**src/rtl/spd_pkg.sv**
```systemverilog
// Package for the shortest-path engine: sizes, request and result
// structs, opcode and status codes, and controller/datapath interface types.
// No dependencies.
package spd_pkg;

	localparam int MAX_VERTICES = 16;
	localparam int MAX_EDGES    = 64;
	localparam int WEIGHT_BITS  = 16;
	localparam int VTX_BITS     = $clog2(MAX_VERTICES);
	localparam int VCNT_BITS    = VTX_BITS + 1;
	localparam int EDGE_BITS    = $clog2(MAX_EDGES);
	localparam int ECNT_BITS    = EDGE_BITS + 1;
	localparam int DIST_BITS    = 20;
	localparam logic [DIST_BITS-1:0] DIST_MAX = {DIST_BITS{1'b1}};

	typedef logic [1:0] opcode_t;
	localparam opcode_t OP_APPEND = 2'd0;
	localparam opcode_t OP_QUERY  = 2'd1;
	localparam opcode_t OP_CLEAR  = 2'd2;

	typedef logic [1:0] status_t;
	localparam status_t ST_PATH    = 2'd0;
	localparam status_t ST_NO_SRC  = 2'd1;
	localparam status_t ST_NO_DST  = 2'd2;
	localparam status_t ST_UNREACH = 2'd3;

	typedef struct packed {
		opcode_t     opcode;
		logic [3:0]  from_vertex;
		logic [3:0]  to_vertex;
		logic [15:0] edge_weight_in;
	} in_t;

	typedef struct packed {
		status_t     status;
		logic [3:0]  path_vertex;
		logic [19:0] path_distance;
		logic        last;
	} out_t;

	typedef struct packed {
		logic append;
		logic clear;
		logic init;
		logic req_err;
		logic round_start;
		logic vertex_start;
		logic issue;
		logic next_vertex;
		logic commit;
		logic set_unreach;
		logic walk_start;
		logic walk_step;
		logic emit_path;
		logic emit_err;
	} cmd_t;

	typedef struct packed {
		logic dst_miss;
		logic src_miss;
		logic dst_done;
		logic order_end;
		logic edge_end;
		logic found;
		logic solved_full;
		logic walk_end;
		logic path_last;
		logic out_free;
	} stat_t;

endpackage

```
**src/rtl/shortest_path_dijkstra.sv**
```systemverilog
// Append, clear and unused requests are handled without leaving idle; an error result goes out via the error state.
// A query runs rounds of vertex and edge scans, then walks the predecessors back from the destination
// and emits one result per path vertex; the edge scan loop sets its length.
// One request is worked on at a time; the next is taken once the query finishes.
// Reset clears the edge list and sets vertex_count to 16; stores hold junk until written.
// Top level of the shortest-path engine; depends on spd_pkg, spd_ctrl, spd_datapath.
module shortest_path_dijkstra (
	input  logic                 clk,
	input  logic                 arst_n,
	input  logic                 in_valid,
	output logic                 in_ready,
	input  spd_pkg::in_t         in_data,
	output logic                 out_valid,
	input  logic                 out_ready,
	output spd_pkg::out_t        out_data,
	input  logic                 psel,
	input  logic                 penable,
	input  logic                 pwrite,
	input  logic [2:0]           paddr,
	input  logic [31:0]          pwdata,
	output logic [31:0]          prdata,
	output logic                 pready
);

	// The configuration register is the raw five-bit vertex count; values above
	// the vertex limit behave as the limit.
	logic [4:0]                         vcount_q;
	logic [spd_pkg::VCNT_BITS-1:0]      live_count;
	logic                               cfg_wr;
	spd_pkg::cmd_t                      cmd;
	spd_pkg::stat_t                     stat;

	assign pready = 1'b1;
	assign cfg_wr = psel && penable && pwrite && (paddr == 3'd0);
	assign prdata = (paddr == 3'd0) ? {27'd0, vcount_q} : 32'd0;

	always_ff @(posedge clk or negedge arst_n) begin
		if (!arst_n) begin
			vcount_q <= 5'd16;
		end else if (cfg_wr) begin
			vcount_q <= pwdata[4:0];
		end
	end

	assign live_count = (vcount_q > 5'(spd_pkg::MAX_VERTICES))
		? spd_pkg::VCNT_BITS'(spd_pkg::MAX_VERTICES)
		: spd_pkg::VCNT_BITS'(vcount_q);

	// The controller sequences rounds, vertex scans and the path walk.
	spd_ctrl u_ctrl (
		.clk      (clk),
		.arst_n   (arst_n),
		.in_valid (in_valid),
		.opcode   (in_data.opcode),
		.stat     (stat),
		.in_ready (in_ready),
		.cmd      (cmd)
	);

	// The datapath holds the edge store, the vertex arrays and the result register.
	spd_datapath u_dp (
		.clk        (clk),
		.arst_n     (arst_n),
		.in_data    (in_data),
		.live_count (live_count),
		.cmd        (cmd),
		.out_ready  (out_ready),
		.stat       (stat),
		.out_valid  (out_valid),
		.out_data   (out_data)
	);

endmodule

```
**src/rtl/spd_ctrl.sv**
```systemverilog
// Controller state machine of the shortest-path engine.
// Depends on spd_pkg for the command and status structs and opcodes.
module spd_ctrl (
	input  logic            clk,
	input  logic            arst_n,
	input  logic            in_valid,
	input  spd_pkg::opcode_t opcode,
	input  spd_pkg::stat_t  stat,
	output logic            in_ready,
	output spd_pkg::cmd_t   cmd
);

	localparam logic [2:0] S_IDLE   = 3'd0;
	localparam logic [2:0] S_ROUND  = 3'd1;
	localparam logic [2:0] S_VSTART = 3'd2;
	localparam logic [2:0] S_SCAN   = 3'd3;
	localparam logic [2:0] S_RDONE  = 3'd4;
	localparam logic [2:0] S_WALK   = 3'd5;
	localparam logic [2:0] S_EMIT   = 3'd6;
	localparam logic [2:0] S_ERR    = 3'd7;

	logic [2:0] state_q;
	logic [2:0] state_nxt;

	assign in_ready = (state_q == S_IDLE);

	always_comb begin
		cmd       = '0;
		state_nxt = state_q;
		unique case (state_q)
			S_IDLE: begin
				if (in_valid) begin
					unique case (opcode)
						spd_pkg::OP_APPEND: cmd.append = 1'b1;
						spd_pkg::OP_CLEAR:  cmd.clear  = 1'b1;
						spd_pkg::OP_QUERY: begin
							if (stat.dst_miss || stat.src_miss) begin
								cmd.req_err = 1'b1;
								state_nxt   = S_ERR;
							end else begin
								cmd.init  = 1'b1;
								state_nxt = S_ROUND;
							end
						end
						default: ;
					endcase
				end
			end
			S_ROUND: begin
				if (stat.dst_done) begin
					cmd.walk_start = 1'b1;
					state_nxt      = S_WALK;
				end else begin
					cmd.round_start = 1'b1;
					state_nxt       = S_VSTART;
				end
			end
			S_VSTART: begin
				if (stat.order_end) begin
					state_nxt = S_RDONE;
				end else begin
					cmd.vertex_start = 1'b1;
					state_nxt        = S_SCAN;
				end
			end
			S_SCAN: begin
				if (stat.edge_end) begin
					cmd.next_vertex = 1'b1;
					state_nxt       = S_VSTART;
				end else begin
					cmd.issue = 1'b1;
				end
			end
			S_RDONE: begin
				if (!stat.found || stat.solved_full) begin
					cmd.set_unreach = 1'b1;
					state_nxt       = S_ERR;
				end else begin
					cmd.commit = 1'b1;
					state_nxt  = S_ROUND;
				end
			end
			S_WALK: begin
				cmd.walk_step = 1'b1;
				if (stat.walk_end) begin
					state_nxt = S_EMIT;
				end
			end
			S_EMIT: begin
				if (stat.out_free) begin
					cmd.emit_path = 1'b1;
					if (stat.path_last) begin
						state_nxt = S_IDLE;
					end
				end
			end
			S_ERR: begin
				if (stat.out_free) begin
					cmd.emit_err = 1'b1;
					state_nxt    = S_IDLE;
				end
			end
			default: state_nxt = S_IDLE;
		endcase
	end

	always_ff @(posedge clk or negedge arst_n) begin
		if (!arst_n) begin
			state_q <= S_IDLE;
		end else begin
			state_q <= state_nxt;
		end
	end

`ifndef SYNTHESIS
	// A round is only closed out by a commit when a candidate was found.
	assert property (@(posedge clk) disable iff (!arst_n)
		cmd.commit |-> stat.found)
		else $error("commit without a candidate");

	// Once the walk ends, the next cycle is spent emitting.
	assert property (@(posedge clk) disable iff (!arst_n)
		(state_q == S_WALK) && stat.walk_end |=> (state_q == S_EMIT))
		else $error("walk did not hand over to emit");

	// No new request is taken while a query is scanning edges.
	assert property (@(posedge clk) disable iff (!arst_n)
		(state_q == S_SCAN) |-> !in_ready)
		else $error("request accepted during a scan");
`endif

endmodule

```
**src/rtl/spd_datapath.sv**
```systemverilog
// Datapath of the shortest-path engine: edge store, per-query vertex
// arrays, edge scan compare, path walk and the result register.
// Depends on spd_pkg.
module spd_datapath (
	input  logic                           clk,
	input  logic                           arst_n,
	input  spd_pkg::in_t                   in_data,
	input  logic [spd_pkg::VCNT_BITS-1:0]  live_count,
	input  spd_pkg::cmd_t                  cmd,
	input  logic                           out_ready,
	output spd_pkg::stat_t                 stat,
	output logic                           out_valid,
	output spd_pkg::out_t                  out_data
);

	localparam int VB = spd_pkg::VTX_BITS;
	localparam int CB = spd_pkg::VCNT_BITS;
	localparam int EB = spd_pkg::EDGE_BITS;
	localparam int NB = spd_pkg::ECNT_BITS;
	localparam int DB = spd_pkg::DIST_BITS;
	localparam int WB = spd_pkg::WEIGHT_BITS;
	localparam int NV = spd_pkg::MAX_VERTICES;
	localparam int NE = spd_pkg::MAX_EDGES;

	// Edge store.
	logic [VB-1:0] tail_mem [NE];
	logic [VB-1:0] head_mem [NE];
	logic [WB-1:0] cost_mem [NE];
	logic [NB-1:0] edge_total_q;
	logic [VB-1:0] rd_tail_s1;
	logic [VB-1:0] rd_head_s1;
	logic [WB-1:0] rd_cost_s1;
	logic          rd_vld_s1;

	// Per-query state.
	logic [DB-1:0] dist_q  [NV];
	logic [VB-1:0] pred_q  [NV];
	logic [VB-1:0] order_q [NV];
	logic [NV-1:0] done_q;
	logic [CB-1:0] solved_q;
	logic [VB-1:0] src_q;
	logic [VB-1:0] dst_q;
	spd_pkg::status_t err_q;

	// Scan state.
	logic [CB-1:0] oidx_q;
	logic [NB-1:0] eidx_q;
	logic [VB-1:0] u_q;
	logic [DB-1:0] bdu_q;
	logic          found_q;
	logic [DB-1:0] min_d_q;
	logic [VB-1:0] min_v_q;
	logic [VB-1:0] min_p_q;

	// Path walk.
	logic [VB-1:0]    path_v_q [NV];
	logic [DB-1:0]    path_d_q [NV];
	logic [CB-1:0]    plen_q;
	logic [VB-1:0]    walk_v_q;

	logic             out_valid_q;
	spd_pkg::out_t    out_q;

	logic             append_ok;
	logic [VB-1:0]    u_sel;
	logic [VB-1:0]    dist_ra;
	logic [DB-1:0]    dist_rd;
	logic [DB:0]      sum;
	logic [DB-1:0]    cand_d;
	logic             cand_ok;
	logic [VB-1:0]    emit_idx;

	assign append_ok = ({1'b0, in_data.from_vertex} < live_count)
		&& ({1'b0, in_data.to_vertex} < live_count)
		&& (in_data.from_vertex != in_data.to_vertex)
		&& (edge_total_q < NB'(NE));

	// One shared read port on the distance array.
	assign u_sel   = order_q[oidx_q[VB-1:0]];
	assign dist_ra = cmd.walk_step ? walk_v_q : u_sel;
	assign dist_rd = dist_q[dist_ra];

	assign sum     = {1'b0, bdu_q} + (DB+1)'(rd_cost_s1);
	assign cand_d  = sum[DB] ? spd_pkg::DIST_MAX : sum[DB-1:0];
	assign cand_ok = rd_vld_s1 && (rd_tail_s1 == u_q)
		&& ({1'b0, rd_head_s1} < live_count) && !done_q[rd_head_s1];

	assign emit_idx = VB'(plen_q - CB'(1));

	always_comb begin
		stat.dst_miss    = {1'b0, in_data.to_vertex} >= live_count;
		stat.src_miss    = {1'b0, in_data.from_vertex} >= live_count;
		stat.dst_done    = done_q[dst_q];
		stat.order_end   = (oidx_q == solved_q);
		stat.edge_end    = (eidx_q == edge_total_q);
		stat.found       = found_q;
		stat.solved_full = (solved_q == CB'(NV));
		stat.walk_end    = (walk_v_q == src_q) || (plen_q == CB'(NV - 1));
		stat.path_last   = (plen_q == CB'(1));
		stat.out_free    = !out_valid_q || out_ready;
	end

	always_ff @(posedge clk) begin
		if (cmd.append && append_ok) begin
			tail_mem[edge_total_q[EB-1:0]] <= in_data.from_vertex;
			head_mem[edge_total_q[EB-1:0]] <= in_data.to_vertex;
			cost_mem[edge_total_q[EB-1:0]] <= in_data.edge_weight_in[WB-1:0];
		end
		rd_tail_s1 <= tail_mem[eidx_q[EB-1:0]];
		rd_head_s1 <= head_mem[eidx_q[EB-1:0]];
		rd_cost_s1 <= cost_mem[eidx_q[EB-1:0]];
	end

	always_ff @(posedge clk or negedge arst_n) begin
		if (!arst_n) begin
			edge_total_q <= '0;
			solved_q     <= '0;
			rd_vld_s1    <= 1'b0;
			out_valid_q  <= 1'b0;
		end else begin
			rd_vld_s1 <= cmd.issue;
			if (cmd.clear) begin
				edge_total_q <= '0;
			end else if (cmd.append && append_ok) begin
				edge_total_q <= edge_total_q + NB'(1);
			end
			if (cmd.init) begin
				solved_q <= CB'(1);
			end else if (cmd.commit) begin
				solved_q <= solved_q + CB'(1);
			end
			if (cmd.emit_path || cmd.emit_err) begin
				out_valid_q <= 1'b1;
			end else if (out_ready) begin
				out_valid_q <= 1'b0;
			end
		end
	end

	always_ff @(posedge clk) begin
		if (cmd.req_err) begin
			err_q <= stat.dst_miss ? spd_pkg::ST_NO_DST : spd_pkg::ST_NO_SRC;
		end else if (cmd.set_unreach) begin
			err_q <= spd_pkg::ST_UNREACH;
		end
		if (cmd.init) begin
			src_q                      <= in_data.from_vertex;
			dst_q                      <= in_data.to_vertex;
			done_q                     <= NV'(1) << in_data.from_vertex;
			dist_q[in_data.from_vertex] <= '0;
			order_q[0]                 <= in_data.from_vertex;
		end else if (cmd.commit) begin
			order_q[solved_q[VB-1:0]] <= min_v_q;
			dist_q[min_v_q]           <= min_d_q;
			pred_q[min_v_q]           <= min_p_q;
			done_q[min_v_q]           <= 1'b1;
		end
		if (cmd.round_start) begin
			oidx_q  <= '0;
			found_q <= 1'b0;
		end else if (cmd.next_vertex) begin
			oidx_q <= oidx_q + CB'(1);
		end
		if (cmd.vertex_start) begin
			u_q    <= u_sel;
			bdu_q  <= dist_rd;
			eidx_q <= '0;
		end else if (cmd.issue) begin
			eidx_q <= eidx_q + NB'(1);
		end
		// Strictly smaller wins, so the first candidate keeps a tie.
		if (cand_ok && (!found_q || cand_d < min_d_q)) begin
			found_q <= 1'b1;
			min_d_q <= cand_d;
			min_v_q <= rd_head_s1;
			min_p_q <= u_q;
		end
		if (cmd.walk_start) begin
			walk_v_q <= dst_q;
			plen_q   <= '0;
		end else if (cmd.walk_step) begin
			path_v_q[plen_q[VB-1:0]] <= walk_v_q;
			path_d_q[plen_q[VB-1:0]] <= dist_rd;
			walk_v_q                 <= pred_q[walk_v_q];
			plen_q                   <= plen_q + CB'(1);
		end else if (cmd.emit_path) begin
			plen_q <= plen_q - CB'(1);
		end
		if (cmd.emit_path) begin
			out_q.status        <= spd_pkg::ST_PATH;
			out_q.path_vertex   <= path_v_q[emit_idx];
			out_q.path_distance <= path_d_q[emit_idx];
			out_q.last          <= stat.path_last;
		end else if (cmd.emit_err) begin
			out_q.status        <= err_q;
			out_q.path_vertex   <= '0;
			out_q.path_distance <= '0;
			out_q.last          <= 1'b1;
		end
	end

	assign out_valid = out_valid_q;
	assign out_data  = out_q;

`ifndef SYNTHESIS
	assert property (@(posedge clk) disable iff (!arst_n)
		edge_total_q <= NB'(NE))
		else $error("edge count beyond the store");

	assert property (@(posedge clk) disable iff (!arst_n)
		solved_q <= CB'(NV))
		else $error("solved count beyond the vertex range");

	// The source stays solved for the whole query.
	assert property (@(posedge clk) disable iff (!arst_n)
		cmd.vertex_start |-> done_q[src_q])
		else $error("source not marked solved");

	// A new result is only loaded when the register is free.
	assert property (@(posedge clk) disable iff (!arst_n)
		(cmd.emit_path || cmd.emit_err) |-> (!out_valid_q || out_ready))
		else $error("result overwritten");
`endif

endmodule
```
**config.mk**
```make
export PLATFORM = sky130hd
export DESIGN_NAME = shortest_path_dijkstra
export DESIGN_NICKNAME = d
export VERILOG_FILES = /design/src/rtl/spd_pkg.sv /design/src/rtl/shortest_path_dijkstra.sv /design/src/rtl/spd_ctrl.sv /design/src/rtl/spd_datapath.sv
export SDC_FILE = /design/constraint.sdc
export NUM_CORES = 2
export LEC_CHECK = 0
export ABC_AREA = 0
export BUFFER_PORTS_ARGS = -buffer_cell sky130_fd_sc_hd__buf_2
export CAP_MARGIN = 20
export CORE_MARGIN = 4
export CORE_UTILIZATION = 65
export CTS_CLUSTER_DIAMETER = 120
export DETAILED_ROUTE_END_ITERATION = 6
export PLACE_DENSITY = 0.81
export SLEW_MARGIN = 20
export SYNTH_ARGS = -nofsm -noshare
export SYNTH_HDL_FRONTEND = slang
export SYNTH_HIERARCHICAL = 1
export SYNTH_SLANG_ARGS = --single-unit
export TNS_END_PERCENT = 1
```
**constraint.sdc**
```tcl
create_clock -name clk -period 10.5 [get_ports clk]
set_input_delay 1.575 -clock clk [delete_from_list [all_inputs] [get_ports clk]]
set_output_delay 1.575 -clock clk [all_outputs]
set_load 0.005 [all_outputs]
```
==> impl_metrics.ini <==
[sta]
fin_crit_sh_pct = 58.7
rsz0062_at_grt = false
slew-limit-headroom_pct = 9.38
max_freq_mhz = 162
timing.final.hold_violations = 0
finalSetupViolations = 0
finClkSkew_ns = 0.0771
worstMarginPinSlew_ns = 1.35
holdWs_ns = 0.496
slew_viol_final = 0
tns_ns = 0
period_minus_slack_ns = 6.16

[clocking]
root_buffer = clkbuf_16
ctsHoldBuffers = 0
tritoncts = built
ctsResizeCount = 0
cts.clk_slew.worst_paths_ns = 0.07
cts.sinks = 2549
cts_buffers = 230
cts_setup_buffers = 0
clk_path_buf_depth = 3
htreeDepth = 4
clkLatencyLatePin_ns = 0.87

[final_layout]
fill_cells = 8015
drive_gt1_share_pct = 26.0
area_delta_synth_final_pct = 10.8
nNetsFinal = 5147
layout_common_cells = edfxtp_1 (2475), mux4_2 (650), nand2_1 (390)
register_area_mm2 = 0.0759
multi_input_area_mm2 = 0.0228
layout_commonest_cell = edfxtp_1

[worst_hold_path]
hold_start = u_dp/err_q[0]
hp-class = reg -> reg

[run]
cap_viol_max_count = 0

[grt]
globalRouteTotalUtil_pct = 33.0
grt_overflow = 0
grt_pass1_vias = 52300
grt_pass1_wl_um = 372000
grt_max_degree = 146
antenna_found_initial = 16

[setup_path]
crit_type = reg -> reg
slowest_stage = or2_0
r2r-start = u_dp/bdu_q[0]
crit_path_frequent_cell = a21o_1
crit_family = compound AO/OA/AOI/OAI gates
crit_path_start = u_dp/bdu_q[0]
cp_cell_sequence = ha_1, fa_1, a21o_1, a21oi_1, nor2b_1, a22oi_1, o21ai_1, a221oi_1, or2_0, o21ai_0, ha_1, a21o_1, a21o_1, a21o_1, a21oi_1, o21ai_0, a211oi_1, o21ai_0, a21oi_2, buf_4
cp_max_fo = 28
cp.required_ns = 10.96
crit_arrival_ns = 6.62
start_kind = register
cp-end-kind = register
max_stage_delay_ns = 0.78
critPathBufInv = 1

[floorplan]
ios = 130
core.rowCount = 143
core_area_mm2 = 0.152
dieArea_mm2 = 0.160
fp.dieH_um = 400
dieWidth_um = 400
start_util_pct = 65.5

[logic_synthesis]
synth.top_cell.area_share_pct = 74.6
seq_area_frac_synth_pct = 76.2
syn_area_per_cell_um2 = 20.7
synthFlopType = edfxtp_1
syn_area_mm2 = 0.0996
synth_top_cell_by_area = edfxtp_1
ys_async_sr_fraction_pct = 0.863
synth_edf_count = 2475
synth-seq-cells = 2549
yosysWarningCount = 6
synthDistinctLibCells = 73
yosys-top-cells-area = edfxtp_1 (75%), mux4_2 (15%), nand2_1 (1.5%), dfxtp_1 (1.0%), ha_1 (0.70%)
synthCells = 4823

[power]
p_leak_nw = 34.3
ir_drop_mv = 0.278
cellPowerDensity_mw_per_mm2 = 258

[drt]
drt-initial-drc-count = 8360
drcViolationCount = 0
wl_met2_um = 131000
dr_wl_met3_um = 29600
top_layer = met5
wl_per_cell_um = 35.6
drt_first_pass_iters = 6
ant_nets = 0
finalWirelength_um = 258000
vias = 51400
avgViaCountPerCell = 7.09
met1_length_um = 82800

[place]
dp_hpwl_um = 129000
routabilityCongestion = 0.845
port_buffers = 74

[run_status]
status = complete, no violations
[where the power goes]
group          switching, mW  total [mW]  internal (mW)
registers              0.361        12.6           12.3
clock network           3.75        8.25           4.50
logic                   4.69        7.62           2.93
[metrics by stage]
stage	power, mW	utilization (%)	worst slack [ns]	std cells	area, um2
2_1_floorplan	17.7	-	4.36	4849	99700
3_3_place_gp	19.9	67.7	4.11	6820	103000
3_5_place_dp	20.2	67.7	3.95	6820	103000
4_1_cts	28.5	72.6	4.37	7243	110000
5_1_grt	29.6	72.6	3.84	7243	110000
6_report	28.5	72.6	4.34	7250	110000
[worst paths after layout]
path                       slack, ns                 to  depth (start not counted)
min in group asynchronous       0.79  u_ctrl/state_q[2]                          1
max in group asynchronous       9.19        vcount_q[1]                          1
max                             4.34    u_dp/min_d_q[6]                         20
min                             0.50  u_dp/out_data[25]                          2
max reg2reg                     4.34    u_dp/min_d_q[6]                         20
min reg2reg                     0.50  u_dp/out_data[25]                          2
[cell usage after synthesis (40+ instances only)]
cell / number
a21oi_1: 110
buf_1: 63
clkbuf_1: 165
dfxtp_1: 52
edfxtp_1: 2475
ha_1: 56
inv_1: 44
mux4_2: 650
nand2_1: 391
nand3_1: 40
nor2_1: 184
[state kept, by name, indices dropped and copies added, names as in the netlist, 20 cells and up, named ones only]
name and count:
u_dp/tail_mem 256, u_dp/pred_q 64, u_dp/min_d_q 20, u_dp/head_mem 256
u_dp/order_q 64, u_dp/path_v_q 64, u_dp/path_d_q 320, u_dp/cost_mem 1024
u_dp/out_data 27, u_dp/bdu_q 20, u_dp/dist_q 320
[worst min-delay path, delay by kind of cell, from the launching register on]
kind	cells	cell delay, ns
flip-flops	1	0.32
multiplexers	1	0.06
AND/OR/NAND/NOR	1	0.08
[metal layers]
| metal | GRT usage, % | vias to the layer above |
|---|---|---|
| li1 | - | 20100 |
| met1 | 42.1 | 26400 |
| met2 | 54.8 | 4115 |
| met3 | 7.54 | 748 |
| met4 | 15.4 | 2 |
| met5 | 0 | - |
[layout make-up]
type	count	area share [%]
flip-flops and latches	2549	68.8
multi-input cells	1967	20.6
clock buffers	291	5.53
well taps	2030	2.30
repair buffers	230	1.48
clock inverters	132	1.14
inverters	44	0.150
diodes	7	0.0159
[kinds of logic (layout without fill, tap and decap cells)]
logic type      count (synthesis)  in the layout  synth area share, %
mux                           687            687                 15.1
buf+inv                       333            697                 1.45
simple gates                  804            804                 3.66
flops                        2549           2549                 76.2
compound gates                335            335                 2.35
fa+ha+maj                      57             57                0.723
other cells                     2             35              0.00754
xor+xnor                       56             56                0.492
(Power assumes the default switching activity.)
